--- src/rtl/core/drh_pkg.sv ---
package drh_pkg;

  localparam int HASH_W    = 32;
  localparam int ENTRIES   = 256;
  localparam int IDX_W     = $clog2(ENTRIES);
  localparam int ROT_W     = $clog2(HASH_W);
  localparam int WIN_W     = 7;
  localparam int ADDR_W    = 4;

  localparam logic [1:0] OP_WRITE = 2'd0;
  localparam logic [1:0] OP_CLEAR = 2'd1;
  localparam logic [1:0] OP_FEED  = 2'd2;
  localparam logic [1:0] OP_ROLL  = 2'd3;

  localparam logic [1:0] REG_WINDOW = 2'd0;
  localparam logic [1:0] REG_STEP   = 2'd1;
  localparam logic [1:0] REG_MASK   = 2'd2;

  localparam logic [WIN_W-1:0]  WINDOW_RESET = 7'd10;
  localparam logic [ROT_W-1:0]  STEP_RESET   = 5'd1;
  localparam logic [HASH_W-1:0] MASK_RESET   = '1;
  localparam logic [WIN_W-1:0]  FED_MAX      = '1;

  typedef struct packed {
    logic [1:0]        opcode;
    logic              table_select;
    logic [IDX_W-1:0]  table_index;
    logic [31:0]       table_word;
    logic [IDX_W-1:0]  add_byte;
    logic [IDX_W-1:0]  remove_byte;
  } in_t;

  typedef struct packed {
    logic [31:0] first_hash;
    logic [31:0] second_hash;
    logic        status;
  } out_t;

  typedef struct packed {
    logic [WIN_W-1:0]  window_size;
    logic [ROT_W-1:0]  rotate_step;
    logic [HASH_W-1:0] address_mask;
  } cfg_t;

  typedef struct packed {
    logic             fire;
    logic             clr;
    logic             feed;
    logic             roll;
    logic [ROT_W-1:0] step;
    logic [ROT_W-1:0] off;
  } lane_ctl_t;

  function automatic logic [HASH_W-1:0] rotl(input logic [HASH_W-1:0] x,
                                            input logic [ROT_W-1:0] r);
    logic [2*HASH_W-1:0] tmp;
    tmp = {x, x} << r;
    return tmp[2*HASH_W-1:HASH_W];
  endfunction

endpackage

--- src/rtl/core/drh_cfg.sv ---
module drh_cfg
  import drh_pkg::*;
(
  input  logic              clk,
  input  logic              rst_n,
  input  logic              cfg_psel,
  input  logic              cfg_penable,
  input  logic              cfg_pwrite,
  input  logic [ADDR_W-1:0] cfg_paddr,
  input  logic [31:0]       cfg_pwdata,
  output logic [31:0]       cfg_prdata,
  output logic              cfg_pready,
  output cfg_t              cfg
);

  cfg_t       cfg_r, cfg_nxt;
  logic       wr;
  logic [1:0] idx;

  assign idx        = cfg_paddr[ADDR_W-1:2];
  assign wr         = cfg_psel && cfg_penable && cfg_pwrite;
  assign cfg_pready = 1'b1;
  assign cfg        = cfg_r;

  always_comb begin
    cfg_nxt = cfg_r;
    if (wr) begin
      case (idx)
        REG_WINDOW: cfg_nxt.window_size  = cfg_pwdata[WIN_W-1:0];
        REG_STEP:   cfg_nxt.rotate_step  = cfg_pwdata[ROT_W-1:0];
        REG_MASK:   cfg_nxt.address_mask = cfg_pwdata[HASH_W-1:0];
        default:    cfg_nxt = cfg_r;
      endcase
    end
  end

  always_comb begin
    case (idx)
      REG_WINDOW: cfg_prdata = {{(32-WIN_W){1'b0}}, cfg_r.window_size};
      REG_STEP:   cfg_prdata = {{(32-ROT_W){1'b0}}, cfg_r.rotate_step};
      REG_MASK:   cfg_prdata = cfg_r.address_mask;
      default:    cfg_prdata = '0;
    endcase
  end

  always_ff @(posedge clk) begin
    if (!rst_n) begin
      cfg_r.window_size  <= WINDOW_RESET;
      cfg_r.rotate_step  <= STEP_RESET;
      cfg_r.address_mask <= MASK_RESET;
    end else begin
      cfg_r <= cfg_nxt;
    end
  end

endmodule

--- config.mk ---
export PLATFORM = sky130hd
export DESIGN_NAME = drh_cfg
export DESIGN_NICKNAME = d
export VERILOG_FILES = /design/src/rtl/core/drh_pkg.sv /design/src/rtl/core/drh_cfg.sv
export SDC_FILE = /design/constraint.sdc
export NUM_CORES = 1
export LEC_CHECK = 0
export BUFFER_PORTS_ARGS = -buffer_cell sky130_fd_sc_hd__clkbuf_2
export CAP_MARGIN = 0
export CORE_MARGIN = 2
export CORE_UTILIZATION = 45
export DETAILED_ROUTE_END_ITERATION = 8
export GPL_TIMING_DRIVEN = 0
export HOLD_SLACK_MARGIN = 0.03
export PLACE_DENSITY = 0.9
export SYNTH_ARGS = -nofsm -noshare
export SYNTH_HDL_FRONTEND = slang
export SYNTH_SLANG_ARGS = --single-unit
--- constraint.sdc ---
create_clock -name clk -period 1.4 [get_ports clk]
set_input_delay 0.14 -clock clk [delete_from_list [all_inputs] [get_ports clk]]
set_output_delay 0.14 -clock clk [all_outputs]
set_load 0.01 [all_outputs]
==> insert_results.sql <==
INSERT INTO impl_metrics (metric_group, metric, value, unit) VALUES
('run_status', 'status', 'complete, no violations', ''),
('logic_synthesis', 'post_syn_nets', '288', ''),
('critical_path', 'crit_path_cell_trace', 'mux2i_1, o21ai_0, clkbuf_2', ''),
('route', 'vias', '2173', ''),
('die', 'start_util', '46.9', '%'),
('route', 'drt_iter0_drc', '93', ''),
('pwr', 'power.total', '2.54', 'mW'),
('critical_path', 'crit-reg2reg-launch', 'cfg[21]', ''),
('critical_path', 'cp_slowest_stage_delay', '380', 'ps'),
('route', 'detail_route.wirelength.met1', '2580', 'um'),
('timing', 'slew_viol_final', '0', ''),
('logic_synthesis', 'synth.yosys.warnings', '0', ''),
('pwr', 'power.density', '860', 'mW/mm^2'),
('die', 'fp.dieW', '74.2', 'um'),
('route', 'topRoutingLayerUsed', 'met4', ''),
('logic_synthesis', 'mappedNetlistArea', '0.00221', 'sq mm'),
('route', 'drtPass1Iterations', '4', ''),
('timing', 'worst-slew-pin-transition', '722', 'ps'),
('route', 'routedWlPerCell', '13.9', 'um'),
('critical_path', 'timing_worst_setup_path_type', 'reg -> out', ''),
('placement', 'dpl_worst_slack', '-15.6', 'ps'),
('pwr', 'ir_drop', '0.637', 'mV'),
('cts', 'clkSlewWorstSetupHoldPaths', '80', 'ps'),
('finish', 'seqCellArea', '881', 'sq um'),
('logic_synthesis', 'syn_inst', '247', ''),
('die', 'boundaryPins', '118', ''),
('global_routing', 'grt_antenna_before_repair', '0', ''),
('finish', 'drive_above_1_share', '44.0', '%'),
('logic_synthesis', 'synthFlopType', 'dfxtp_1', ''),
('placement', 'io_buffers', '113', ''),
('critical_path', 'rr_worst_depth', '2', ''),
('critical_path', 'worstPathMaxFanout', '3', ''),
('worst_hold_path', 'hold-path-cell-count', '3', ''),
('timing', 'setup_slack', '160', 'ps'),
('die', 'die_area', '0.00550', 'sq mm'),
('placement', 'postPlaceCellArea', '0.00286', 'sq mm'),
('critical_path', 'arrival', '1100', 'ps'),
('logic_synthesis', 'yosys.cell_types.count', '22', ''),
('route', 'detail_route.drc_violations', '0', ''),
('global_routing', 'largest_net_degree_at_the_start_of_global_routing', '13', ''),
('die', 'floorplan.rows', '25', ''),
('route', 'detailroute.wirelength.met2', '3080', 'um'),
('critical_path', 'critical_path_required', '1260', 'ps'),
('logic_synthesis', 'ys_async_sr_fraction', '0', '%'),
('cts', 'clock_tree.buffer_depth', '2', ''),
('logic_synthesis', 'yosysSeqAreaShare', '39.8', '%'),
('critical_path', 'cell_with_the_largest_stage_delay_on_the_worst_path', 'dfxtp_1', ''),
('worst_hold_path', 'timing.hold.worst.start', 'cfg_pwdata[31]', ''),
('route', 'routed_wire_length', '6060', 'um'),
('finish', 'num-nets-final', '408', ''),
('critical_path', 'critPathCaptureType', 'primary output', ''),
('timing', 'shortest_period_the_worst_path_allows', '1240', 'ps'),
('logic_synthesis', 'synth_seq_cells', '44', ''),
('global_routing', 'grt_pass1_vias', '2019', ''),
('critical_path', 'timing.critical_path.buf_inv', '1', ''),
('critical_path', 'cell_family_contributing_the_most_delay_on_the_critical_path', 'flip-flops', ''),
('critical_path', 'critical_path_cell_count', '3', ''),
('logic_synthesis', 'post_synth_edffs', '0', ''),
('finish', 'area_growth_syn_to_layout', '33.6', '%'),
('cts', 'cts_tree', 'built', ''),
('global_routing', 'grt.overflow.total', '0', ''),
('timing', 'finalSetupTns', '0', 'ps'),
('finish', 'largest_register_ffs', '44', ''),
('timing', 'min_period_over_period', '88.6', '%'),
('critical_path', 'cp-start-kind', 'flip-flop', ''),
('timing', 'rsz0062_at_grt', 'false', ''),
('global_routing', 'grt_pass1_wl', '9180', 'um'),
('run', 'cap_viol_max_count', '0', ''),
('finish', 'diode_count', '0', ''),
('worst_hold_path', 'min-delay-path-class', 'in -> reg', ''),
('cts', 'numCtsBuffers', '5', '');
[path summary, 6_finish.rpt]
check                                      to  slack, ps
worst max-delay path            cfg_prdata[1]        160
worst min-delay path                  cfg[31]         90
worst max register to register        cfg[21]        670
worst min register to register        cfg[33]        480
[tightest hold or removal path: cells and delay by family]
kind	cells	cell delay [ps]
buffers and inverters	2	120
AOI/OAI and AO/OA	1	80
[metrics by stage]
step	cells	util, %
after global placement	427	60.6
final	435	62.6
after global routing	435	62.6
after detailed placement	427	60.6
after floorplan	247	-
after CTS	435	62.6
[timing repair]
action / CTS / global route
buffers inserted: 0 / 0
hold buffers: 0 / 0
resized for setup: 1 / 4
endpoints found under the setup margin: 1 / 18
[power by group]
group,switching (mW),internal [mW]
Combinational,0.250,0.177
Sequential,0.0185,1.28
Clock,0.418,0.403
Total,0.686,1.86
[cells in the mapped netlist, types with 2 or more instances]
| cell type | n | area, sq um |
|---|---|---|
| nor2b_1 | 3 | 18.8 |
| buf_4 | 2 | 15.0 |
| o211ai_2 | 30 | 375 |
| inv_1 | 32 | 120 |
| o21ai_0 | 37 | 185 |
| buf_6 | 4 | 45.0 |
| buf_2 | 2 | 10.0 |
| dfxtp_1 | 44 | 881 |
| o211ai_1 | 4 | 30.0 |
| mux2i_1 | 17 | 170 |
| nand2_1 | 21 | 78.8 |
| clkbuf_1 | 15 | 56.3 |
| and2_1 | 25 | 156 |
| nor2_1 | 2 | 7.51 |
| o31ai_1 | 2 | 15.0 |
[layout by cell type, fill, tap and decap left out, types with 4 or more instances in the layout]
cell	Yosys	layout
o211ai_2	30	30
clkbuf_2	0	116
and2_1	25	25
mux2i_1	17	17
dfxtp_1	44	44
nand2_1	21	21
clkbuf_1	15	14
inv_1	32	32
o21ai_0	37	37
clkbuf_8	0	6
o211ai_1	4	4
buf_6	4	4
[final cells by class]
class / count / share of cell area [%]
multi-input cells: 148 / 36.8
plain buffers: 23 / 4.40
repair buffers: 113 / 19.1
flip-flops and latches: 44 / 29.8
inverters: 32 / 4.06
well taps: 67 / 2.83
clock buffers: 8 / 3.05
[cells by family (layout without fill, tap and decap cells)]
| group | after synthesis | in the layout | synth area share (%) |
|---|---|---|---|
| multiplexers | 17 | 17 | 7.68 |
| buffers and inverters | 55 | 176 | 11.1 |
| other | 1 | 1 | 0.169 |
| AO/OA/AOI/OAI | 73 | 73 | 27.3 |
| flip-flops | 44 | 44 | 39.8 |
| AND/OR/NAND/NOR | 57 | 57 | 13.9 |
[per-layer routing]
metal,track usage (%),vias up
li1,-,1064
met5,0,-
met4,9.49,0
met3,5.56,12
met2,38.3,79
met1,25.3,1018
No activity file was read; power rests on OpenSTA's default activity.
