### config.mk
export PLATFORM = sky130hd
export DESIGN_NAME = drh_lane
export DESIGN_NICKNAME = d
export VERILOG_FILES = /design/src/rtl/core/drh_pkg.sv /design/src/rtl/core/drh_lane.sv
export SDC_FILE = /design/constraint.sdc
export NUM_CORES = 1
export LEC_CHECK = 0
export ABC_AREA = 1
export ABC_CLOCK_PERIOD_IN_PS = 3600
export BUFFER_PORTS_ARGS = -buffer_cell sky130_fd_sc_hd__buf_2
export CAP_MARGIN = 15
export CORE_ASPECT_RATIO = 1.1
export CORE_MARGIN = 8
export CORE_UTILIZATION = 35
export CTS_CLUSTER_SIZE = 16
export DETAILED_ROUTE_END_ITERATION = 8
export PLACE_DENSITY = 0.54
export SETUP_SLACK_MARGIN = 0.02
export SLEW_MARGIN = 30
export SYNTH_ARGS = -nofsm -noshare
export SYNTH_HDL_FRONTEND = slang
export SYNTH_SLANG_ARGS = --single-unit
### constraint.sdc
create_clock -name clk -period 3.6 [get_ports clk]
set_clock_uncertainty 0.1 [all_clocks]
set_input_delay 1.08 -clock clk [delete_from_list [all_inputs] [get_ports clk]]
set_output_delay 1.08 -clock clk [all_outputs]
set_load 0.005 [all_outputs]
### src/rtl/core/drh_pkg.sv
package drh_pkg;

  localparam int HASH_W    = 32;
  localparam int ENTRIES   = 256;
  localparam int IDX_W     = $clog2(ENTRIES);
  localparam int ROT_W     = $clog2(HASH_W);
  localparam int WIN_W     = 7;
  localparam int ADDR_W    = 4;

  localparam logic [1:0] OP_WRITE = 2'd0;
  localparam logic [1:0] OP_CLEAR = 2'd1;
  localparam logic [1:0] OP_FEED  = 2'd2;
  localparam logic [1:0] OP_ROLL  = 2'd3;

  localparam logic [1:0] REG_WINDOW = 2'd0;
  localparam logic [1:0] REG_STEP   = 2'd1;
  localparam logic [1:0] REG_MASK   = 2'd2;

  localparam logic [WIN_W-1:0]  WINDOW_RESET = 7'd10;
  localparam logic [ROT_W-1:0]  STEP_RESET   = 5'd1;
  localparam logic [HASH_W-1:0] MASK_RESET   = '1;
  localparam logic [WIN_W-1:0]  FED_MAX      = '1;

  typedef struct packed {
    logic [1:0]        opcode;
    logic              table_select;
    logic [IDX_W-1:0]  table_index;
    logic [31:0]       table_word;
    logic [IDX_W-1:0]  add_byte;
    logic [IDX_W-1:0]  remove_byte;
  } in_t;

  typedef struct packed {
    logic [31:0] first_hash;
    logic [31:0] second_hash;
    logic        status;
  } out_t;

  typedef struct packed {
    logic [WIN_W-1:0]  window_size;
    logic [ROT_W-1:0]  rotate_step;
    logic [HASH_W-1:0] address_mask;
  } cfg_t;

  typedef struct packed {
    logic             fire;
    logic             clr;
    logic             feed;
    logic             roll;
    logic [ROT_W-1:0] step;
    logic [ROT_W-1:0] off;
  } lane_ctl_t;

  function automatic logic [HASH_W-1:0] rotl(input logic [HASH_W-1:0] x,
                                            input logic [ROT_W-1:0] r);
    logic [2*HASH_W-1:0] tmp;
    tmp = {x, x} << r;
    return tmp[2*HASH_W-1:HASH_W];
  endfunction

endpackage

### src/rtl/core/drh_lane.sv
module drh_lane
  import drh_pkg::*;
(
  input  logic              clk,
  input  logic              rst_n,
  input  lane_ctl_t         ctl,
  input  logic [HASH_W-1:0] t_add,
  input  logic [HASH_W-1:0] t_rem,
  output logic [HASH_W-1:0] hash_nxt
);

  logic [HASH_W-1:0] hash_r;
  logic [HASH_W-1:0] stepped;

  assign stepped = rotl(hash_r, ctl.step) ^ t_add;

  always_comb begin
    hash_nxt = hash_r;
    if (ctl.clr) begin
      hash_nxt = '0;
    end else if (ctl.feed) begin
      hash_nxt = stepped;
    end else if (ctl.roll) begin
      // drop the leaving byte, rotated to where it sits after window_size steps
      hash_nxt = stepped ^ rotl(t_rem, ctl.off);
    end
  end

  always_ff @(posedge clk) begin
    if (!rst_n) begin
      hash_r <= '0;
    end else if (ctl.fire) begin
      hash_r <= hash_nxt;
    end
  end

endmodule

==> impl_metrics.py, run 1 <==
metrics = {
    "clock_network": {
        "cts.sink_count": 32,
        "clockBufferDepth": 2,
        "cts_made_buffers": 5,
        "cts_tree": "yes",
        "holdBufCountCts": 0,
        "cts-root-buf": "clkbuf_16",
        "path_clk_slew_ns": 0.07,
        "clk_latency_ns": 0.30,
        "h-tree-depth": 2,
    },
    "job": {
        "cap_violations": 0,
    },
    "hold_path": {
        "hold_path.class": "reg -> reg",
    },
    "outcome": {
        "outcome": "finished, violations left",
        "violations": "setup timing",
    },
    "setup_path": {
        "critPathCaptureType": "primary output",
        "critPathKind": "in -> out",
        "start_kind": "primary input",
        "worstPathRequired_ns": 2.42,
        "crit_arrival_ns": 2.76,
        "path_max_fanout": 8,
    },
    "place": {
        "pre_cts_slack_ns": -0.422,
        "gp_congestion": 0.959,
        "hpwl_um": 28500,
        "place_inst": 1842,
        "portBuffers": 111,
    },
    "synthesis": {
        "postSynthCellCount": 1425,
        "ys_async_sr_fraction": 0,
        "synth.cell_area_um2": 8310,
        "syn-num-nets": 1505,
        "ys_seq_area_frac": 0.0771,
        "synth_edf_count": 0,
        "avgSynthCellArea_um2": 5.83,
        "ys_seq_elements": 32,
        "ys_types": 22,
        "synth_flop_cell": "dfxtp_1",
        "synth_warnings": 0,
    },
    "floorplanning": {
        "fp.dieH_um": 178,
        "die-area_um2": 28900,
        "io_pins": 112,
        "rows": 59,
        "core_um2": 23500,
        "die_w_um": 163,
        "start_util": 0.354,
    },
    "layout": {
        "final_cell_mix": "304 x nand2_1, 243 x nand3_1, 242 x nand3_2, 127 x nand3_4, 115 x nand2_2",
        "final_cell_count_no_fill": 1865,
        "final_common_cell": "nand2_1",
        "final_nets": 1639,
        "drive_above_1_share": 0.501,
        "fin_util": 0.530,
        "largest_register_ffs": 32,
        "regMostFlops": "hash_r",
        "largestRegisters": "hash_r (32)",
        "diodes": 0,
        "synthToLayoutAreaGrowth_pct": 49.8,
    },
    "sta": {
        "slew_violations": 0,
        "finalHoldWorstSlack_ns": 0.494,
        "setup_violations": 32,
        "worstMarginPinSlew_ns": 0.659,
        "timing.final.crit_period_ns": 3.94,
        "post-route-period-util": 1.10,
        "finalHoldViolations": 0,
        "setup_slack_ns": -0.343,
        "timing.slew.headroom": 0.561,
        "rsz0062_at_grt": "yes",
        "fmax_ghz": 0.254,
    },
    "drt": {
        "via_per_inst": 5.84,
        "antenna_left": 0,
        "via_count": 10900,
        "wl_per_cell_um": 20.5,
        "drc": 0,
        "drt_iter0_markers": 1029,
        "drt_pass1_iterations": 5,
        "wl_um": 38300,
    },
    "global_routing": {
        "globalRouteTotalUtil": 0.248,
        "antenna_found_initial": 1,
        "grt_pass1_vias": 10300,
        "grt_overflow": 0,
        "grt_max_degree": 44,
        "grt_pass1_wl_um": 56700,
    },
    "power_and_ir_drop": {
        "pwr-share-seq": 0.148,
        "power.leakage_nw": 5.98,
        "pwr-share-comb": 0.661,
        "total_power_mw": 2.88,
        "p_int_mw": 1.43,
        "p_per_area_nw_per_um2": 231,
        "clkPwrFrac": 0.190,
        "p_sw_mw": 1.45,
        "ir_worst_vdd_v": 0.000166,
        "swShare": 0.505,
    },
}
[Yosys cell counts (27+ instances only)]
master	count	share of area
nand2_1	402	0.18
nand2_2	29	0.022
a21oi_2	28	0.030
clkbuf_1	27	0.012
buf_2	28	0.017
nand3b_1	30	0.027
dfxtp_1	32	0.077
inv_1	102	0.046
nand3_2	185	0.22
o21ai_0	34	0.020
a21oi_1	36	0.022
nand3_1	427	0.26
[repair_timing]
item / CTS / global route
pin swaps: 56 / 59
setup buffers: 6 / 3
resized for setup: 249 / 210
gates cloned: 2 / 4
hold endpoints to repair: 0 / 0
setup endpoints to repair: 32 / 32
[worst paths after layout]
path,slack [ns],startpoint,cells past startpoint,to
worst min register to register,0.49,hash_r[9]$_SDFFE_PN0P_,2,hash_r[9]$_SDFFE_PN0P_
worst min-delay path,0.49,hash_r[9]$_SDFFE_PN0P_,2,hash_r[9]$_SDFFE_PN0P_
worst max register to register,1.36,hash_r[2]$_SDFFE_PN0P_,14,hash_r[13]$_SDFFE_PN0P_
worst max-delay path,-0.34,ctl[5],17,hash_nxt[24]
[metrics by stage]
stage	cell area (µm²)	TNS, ns
2_1_floorplan	8310	0
3_3_place_gp	9760	-11.13
3_5_place_dp	9760	-11.50
4_1_cts	11300	-7.73
5_1_grt	12500	-12.13
6_report	12500	-8.53
[logic make-up (layout without fill, tap and decap cells)]
kind of cell,after synthesis,count (layout),share of synthesized area
AO/OA/AOI/OAI,98,98,0.0717
buffers and inverters,205,340,0.118
flip-flops,32,32,0.0771
AND/OR/NAND/NOR,1090,1090,0.733
[area by class of cell]
| cell class | instances | area [µm²] |
|---|---|---|
| Clock buffer | 5 | 125 |
| Clock inverter | 3 | 46.3 |
| Fill cell | 2224 | 11000 |
| Inverter | 108 | 440 |
| Multi-Input combinational cell | 1188 | 8870 |
| Sequential cell | 32 | 641 |
| Tap cell | 305 | 382 |
| Timing Repair Buffer | 224 | 1950 |
[worst max-delay path, stage by stage]
cell and delay, ns:
buf_12 0.12, inv_12 0.08, buf_12 0.13, buf_12 0.13
nand2_4 0.07, nand3_4 0.13, nand3_4 0.12, nand3_4 0.13
nand3_4 0.12, nand2_2 0.11, nand2_1 0.05, nand3b_1 0.07
nand3_1 0.08, nand2_1 0.10, nand2_2 0.07, inv_1 0.05
buf_2 0.11
[metal layers]
layer / part of all wire / GRT usage
met4: 0.044 / 0.106
met2: 0.49 / 0.414
met1: 0.41 / 0.313
met5: 0 / 0
met3: 0.060 / 0.0343
[power groups by stage]
stage               Combinational (mW)  Sequential, mW  Clock (mW)
finish                            1.90           0.427       0.547
global route                      2.05           0.430       0.558
CTS                               1.70           0.426       0.548
detailed placement                1.48           0.433           0
global placement                  1.47           0.433           0
floorplan                        0.990           0.413           0
Note: power is estimated with default switching activity, not from simulation.
==> inputs of run 2 (changes only) <==
==> constraint.sdc (replaced) <==
create_clock -name clk -period 3.6 [get_ports clk]
set_clock_uncertainty 0.1 [all_clocks]
set_input_delay 0 -clock clk [delete_from_list [all_inputs] [get_ports clk]]
set_output_delay 0 -clock clk [all_outputs]
set_load 0.005 [all_outputs]
==> impl_metrics.py, run 2 (synthesis gave the netlist of run 1 again) <==
metrics = {
    "outcome": {
        "outcome": "finished clean",
    },
    "power_and_ir_drop": {
        "pwr-share-comb": 0.583,
        "total_power_mw": 2.31,
        "p_sw_mw": 1.16,
        "power.leakage_nw": 4.79,
        "swShare": 0.504,
        "p_per_area_nw_per_um2": 257,
        "pwr-share-seq": 0.188,
        "clkPwrFrac": 0.229,
        "p_int_mw": 1.15,
        "ir_worst_vdd_v": 0.000173,
    },
    "layout": {
        "synthToLayoutAreaGrowth_pct": 8.28,
        "largestRegisters": "hash_r (32)",
        "largest_register_ffs": 32,
        "fin_util": 0.383,
        "nFillCells": 2631,
        "final_common_cell": "nand3_1",
        "drive_above_1_share": 0.274,
        "final_nets": 1544,
        "final_cell_mix": "427 x nand3_1, 402 x nand2_1, 185 x nand3_2, 111 x buf_2, 100 x inv_1",
        "diodes": 0,
        "regMostFlops": "hash_r",
    },
    "global_routing": {
        "grt_max_degree": 41,
        "grt_overflow": 0,
        "grt_pass1_wl_um": 53000,
        "globalRouteTotalUtil": 0.234,
        "grt_pass1_vias": 9280,
        "antenna_found_initial": 0,
    },
    "setup_path": {
        "rrSetupSlack_ns": 1.44,
        "worstPathRequired_ns": 3.50,
        "cp-startpoint": "ctl[3]",
        "r2r-end": "hash_r[24]$_SDFFE_PN0P_",
        "crit_arrival_ns": 2.55,
        "critPathKind": "in -> out",
        "critPathCaptureType": "primary output",
        "endpoint": "hash_nxt[16]",
        "r2r.worst_path.cells": 12,
        "path_max_fanout": 33,
        "start_kind": "primary input",
        "reg2reg_from": "hash_r[21]$_SDFFE_PN0P_",
    },
    "sta": {
        "setup_tns_ns": 0,
        "rsz0062_at_grt": "no",
        "post-route-period-util": 0.736,
        "finalHoldViolations": 0,
        "fmax_ghz": 0.378,
        "timing.final.crit_period_ns": 2.65,
        "slew_violations": 0,
        "worstMarginPinSlew_ns": 0.929,
        "timing.slew.headroom": 0.377,
        "setup_violations": 0,
    },
    "floorplanning": {
        "die_w_um": 163,
        "start_util": 0.354,
        "fp.dieH_um": 178,
        "die-area_um2": 28900,
        "rows": 59,
        "io_pins": 112,
        "core_um2": 23500,
    },
    "place": {
        "gp_congestion": 0.920,
        "portBuffers": 111,
        "hpwl_um": 27600,
    },
    "clock_network": {
        "clockBufferDepth": 2,
        "holdBufCountCts": 0,
        "cts_made_buffers": 5,
        "cts.sink_count": 32,
        "path_clk_slew_ns": 0.06,
        "cts_tree": "yes",
        "cts-resized-gates": 0,
        "postCtsSetupBuffers": 0,
        "h-tree-depth": 2,
        "clk_latency_ns": 0.30,
        "cts-root-buf": "clkbuf_16",
    },
    "drt": {
        "via_count": 9947,
        "via_per_inst": 5.62,
        "drt_iter0_markers": 937,
        "antenna_left": 0,
        "wl_um": 34400,
        "wl_per_cell_um": 19.4,
        "drc": 0,
        "drt_pass1_iterations": 5,
    },
    "hold_path": {
        "hold_path.class": "in -> reg",
    },
    "job": {
        "cap_violations": 0,
    },
}
==> run 2: critical path, stage by stage <==
cell,delay [ns]
buf_2,0.07
buf_4,0.32
clkinv_1,0.80
nand3_1,0.39
nand2_1,0.12
nand2_1,0.07
nand2_1,0.16
nand3b_1,0.22
nand3_1,0.07
nand2_1,0.05
nand2_1,0.09
inv_1,0.05
buf_2,0.12
==> run 2: worst min-delay path by stage <==
| stage | from | end | depth (start not counted) |
|---|---|---|---|
| 4_1_cts | t_add[29] | hash_r[29]$_SDFFE_PN0P_ | 7 |
| 6_report | t_add[29] | hash_r[29]$_SDFFE_PN0P_ | 7 |
| 3_3_place_gp | t_add[14] | hash_r[14]$_SDFFE_PN0P_ | 7 |
| 2_1_floorplan | rst_n | hash_r[25]$_SDFFE_PN0P_ | 2 |
| 3_5_place_dp | t_add[29] | hash_r[29]$_SDFFE_PN0P_ | 7 |
| 5_1_grt | t_add[29] | hash_r[29]$_SDFFE_PN0P_ | 7 |
==> run 2: final cells by class <==
class,instances,area (µm²),share of cell area
flip-flops and latches,32,641,0.0712
clock buffers,5,125,0.0139
multi-input cells,1188,6690,0.744
inverters,108,415,0.0462
clock inverters,3,42.5,0.00473
repair buffers,129,703,0.0781
well taps,305,382,0.0424
==> run 2: power by group through the flow <==
stage | clock, mW | sequential, mW | combinational (mW)
finish | 0.530 | 0.434 | 1.35
CTS | 0.535 | 0.432 | 1.34
global route | 0.543 | 0.435 | 1.49
global placement | 0 | 0.441 | 1.32
floorplan | 0 | 0.413 | 0.990
detailed placement | 0 | 0.440 | 1.34
==> run 2: metrics by stage <==
step                      std cells  setup WS, ns  instance area [µm²]  hold slack, ns
after CTS                      1770          1.19                 9000           0.125
after detailed placement       1762          1.19                 8830           0.443
after floorplan                1425          2.05                 8310          0.0384
after global routing           1770         0.743                 9000           0.184
final                          1770         0.951                 9000           0.121
after global placement         1762          1.19                 8830           0.440
==> run 2: layer usage <==
metal / part of all wire / vias to the layer above / global-route usage
met5: 0 / - / 0
met2: 0.47 / 339 / 0.390
met1: 0.45 / 4663 / 0.315
met3: 0.054 / 35 / 0.0262
li1: - / 4910 / -
met4: 0.021 / 0 / 0.0559
==> inputs of run 3 (changes only) <==
ABC_AREA = 0   (was 1)
ABC_CLOCK_PERIOD_IN_PS = 2700   (was 3600)
PLACE_DENSITY = 0.55   (was 0.54)
clock period = 2.7 ns   (was 3.6 ns; I/O delays follow)
==> impl_metrics.py, run 3 <==
metrics = {
    "floorplanning": {
        "die-area_um2": 25000,
        "rows": 54,
        "io_pins": 112,
        "die_w_um": 151,
        "core_um2": 19800,
        "start_util": 0.357,
        "fp.dieH_um": 165,
    },
    "layout": {
        "largest_register_ffs": 32,
        "regMostFlops": "hash_r",
        "nFillCells": 1934,
        "synthToLayoutAreaGrowth_pct": 24.5,
        "stdcell_area_um2": 8800,
        "final_cell_mix": "111 x buf_2, 76 x mux4_2, 71 x mux2i_1, 65 x a22oi_1, 54 x nor2_1",
        "final_common_cell": "buf_2",
        "drive_above_1_share": 0.429,
        "largestRegisters": "hash_r (32)",
        "final_cell_count_no_fill": 1136,
        "final_nets": 964,
        "diodes": 0,
    },
    "outcome": {
        "outcome": "finished, violations left",
        "violations": "hold timing, setup timing",
    },
    "clock_network": {
        "path_clk_slew_ns": 0.06,
        "cts-root-buf": "clkbuf_16",
        "clk_latency_ns": 0.28,
        "h-tree-depth": 2,
        "cts_tree": "yes",
        "cts.sink_count": 32,
        "cts_made_buffers": 5,
        "clockBufferDepth": 2,
    },
    "global_routing": {
        "grt_max_degree": 36,
        "grt_pass1_wl_um": 41300,
        "grt_overflow": 0,
        "grt_pass1_vias": 7023,
        "globalRouteTotalUtil": 0.214,
        "antenna_found_initial": 1,
    },
    "synthesis": {
        "synthTopCellsByCount": "94 x mux2i_1, 76 x mux4_2, 69 x a22oi_1, 57 x nor2_1, 55 x a21oi_1",
        "ys_async_sr_fraction": 0,
        "synth_most_common_cell": "mux2i_1",
        "synth_flop_cell": "dfxtp_1",
        "synth_top_cell_by_area": "mux4_2",
        "synthSimpleGateAreaFrac": 0.112,
        "postSynthCellCount": 786,
        "synth_xor_area_frac": 0.0407,
        "synth_warnings": 0,
        "synthAdderAreaFrac": 0,
        "syn-num-nets": 866,
        "synth.cell_area_um2": 7060,
        "ys_types": 46,
        "avgSynthCellArea_um2": 8.99,
        "synth.top_cell.area_share": 0.242,
        "ys_seq_elements": 32,
        "synth.area.top_cells": "mux4_2 24%, mux2i_1 13%, dfxtp_1 9.1%, a22oi_1 7.3%, a32oi_1 5.2%",
        "synth_edf_count": 0,
        "synth-compound-area-share": 0.263,
        "synth_top_family_by_area": "multiplexers",
        "ys_seq_area_frac": 0.0907,
        "synthMuxAreaShare": 0.436,
    },
    "job": {
        "cap_violations": 0,
    },
    "power_and_ir_drop": {
        "pwr-share-seq": 0.182,
        "power.leakage_nw": 3.29,
        "swShare": 0.434,
        "p_per_area_nw_per_um2": 367,
        "clkPwrFrac": 0.186,
        "ir_worst_vdd_v": 0.000171,
        "pwr-share-comb": 0.632,
        "p_sw_mw": 1.40,
        "p_int_mw": 1.83,
        "total_power_mw": 3.23,
    },
    "drt": {
        "drt_pass1_iterations": 5,
        "drc": 0,
        "wl_per_cell_um": 24.6,
        "wl_um": 27900,
        "via_per_inst": 6.56,
        "antenna_left": 0,
        "via_count": 7454,
        "drt_iter0_markers": 635,
    },
    "place": {
        "place_inst": 1115,
        "gp_congestion": 0.921,
        "hpwl_um": 21200,
        "portBuffers": 111,
        "dpl_cell_area_um2": 8030,
    },
    "setup_path": {
        "r2r.worst_path.cells": 9,
        "critPathKind": "reg -> out",
        "r2r-end": "hash_r[8]$_SDFFE_PN0P_",
        "start_kind": "flop",
        "max_stage_delay_ns": 0.40,
        "path_max_fanout": 4,
        "reg2reg_from": "hash_r[6]$_SDFFE_PN0P_",
        "path_common_cell": "buf_4",
        "rrSetupSlack_ns": 0.21,
        "cp_cell_sequence": "buf_4 > mux2i_4 > a22o_1 > nor2_1 > mux4_2 > xor2_4 > buf_4 > nand3_1 > a31oi_1 > buf_2",
        "cpMaxStageDelayCell": "mux4_2",
        "worstPathRequired_ns": 2.60,
        "critPathCaptureType": "primary output",
        "crit_arrival_ns": 2.66,
    },
    "sta": {
        "slew_violations": 0,
        "setup_violations": 1,
        "worstMarginPinSlew_ns": 0.734,
        "rsz0062_at_grt": "yes",
        "setup_slack_ns": -0.0590,
        "timing.final.crit_period_ns": 2.76,
        "timing.slew.headroom": 0.510,
        "fmax_ghz": 0.362,
        "finalHoldViolations": 1,
        "finalHoldWorstSlack_ns": -0.0101,
        "post-route-period-util": 1.02,
    },
    "hold_path": {
        "min_to": "hash_r[31]$_SDFFE_PN0P_",
        "hp-start": "t_add[31]",
        "hold_path.class": "in -> reg",
        "min_path_cells": 3,
    },
}
[run 3: changes by cell type in the layout (fill, tap and decap cells not counted), sizes merged, moves of 19 or more]
cell | previous run | this run
mux2i | 0 | 103
a32oi | 0 | 42
mux2 | 0 | 27
nor2 | 0 | 57
or2 | 0 | 19
mux4 | 0 | 76
inv | 105 | 2
nand2 | 448 | 48
a22oi | 0 | 69
xor2 | 0 | 30
buf | 129 | 165
nand3 | 612 | 4
nor2b | 0 | 21
nand3b | 30 | 0
[run 3: worst max-delay path, delay by kind of cell (launching register included)]
family / cells / cell delay, ns
AO/OA/AOI/OAI: 2 / 0.53
AND/OR/NAND/NOR: 2 / 0.39
buffers and inverters: 3 / 0.47
XOR/XNOR: 1 / 0.15
multiplexers: 2 / 0.48
flip-flops: 1 / 0.36
[run 3: cells by family after synthesis]
kind of cell | after synthesis
compound gates | 263
xor+xnor | 32
mux | 206
buf+inv | 83
flops | 32
simple gates | 170
[run 3: repair_timing]
item | in CTS | in global routing
hold buffers | 7 | 0
resized for setup | 48 | 65
endpoints found under the hold margin | 7 | 0
buffers inserted | 0 | 7
pin swaps | 0 | 18
setup endpoints to repair | 26 | 31
[run 3: worst max path at each step]
stage / cells after the start / slack, ns / start / endpoint
detailed placement: 7 / 0.07 / hash_r[31]$_SDFFE_PN0P_ / hash_r[16]$_SDFFE_PN0P_
global route: 10 / -0.10 / hash_r[6]$_SDFFE_PN0P_ / hash_nxt[8]
finish: 10 / -0.06 / hash_r[21]$_SDFFE_PN0P_ / hash_nxt[8]
global placement: 7 / 0.09 / hash_r[31]$_SDFFE_PN0P_ / hash_r[16]$_SDFFE_PN0P_
floorplan: 7 / 0.56 / hash_r[31]$_SDFFE_PN0P_ / hash_r[16]$_SDFFE_PN0P_
CTS: 8 / -0.00007 / hash_r[13]$_SDFFE_PN0P_ / hash_nxt[8]
[run 3: layout make-up]
type | count | area, µm² | area share
clock buffers | 7 | 153 | 0.0173
repair buffers | 172 | 1180 | 0.135
flip-flops and latches | 32 | 699 | 0.0795
well taps | 252 | 315 | 0.0358
multi-input cells | 671 | 6440 | 0.732
inverters | 2 | 7.51 | 0.000853
[run 3: power groups by stage]
stage	combinational [mW]	sequential (mW)	clock (mW)
2_1_floorplan	1.26	0.557	0
3_3_place_gp	1.84	0.579	0
3_5_place_dp	1.85	0.579	0
4_1_cts	1.91	0.579	0.609
5_1_grt	2.19	0.592	0.628
6_report	2.04	0.587	0.602
[run 3: per-layer routing]
layer  GRT usage  routed length [µm]
met1       0.268               10700
met2       0.358               13600
met3      0.0290                2450
met4      0.0986                1190
met5           0                   9
[run 3: stage by stage]
step | setup slack [ns] | setup TNS, ns | utilization | hold slack, ns
2_1_floorplan | 0.560 | 0 | - | 0.0944
3_3_place_gp | 0.0858 | 0 | 0.406 | 0.265
3_5_place_dp | 0.0670 | 0 | 0.406 | 0.272
4_1_cts | -0.0000688 | -0.0000688 | 0.427 | 0.00113
5_1_grt | -0.100 | -0.208 | 0.444 | 0.0134
6_report | -0.0590 | -0.0590 | 0.444 | -0.0101
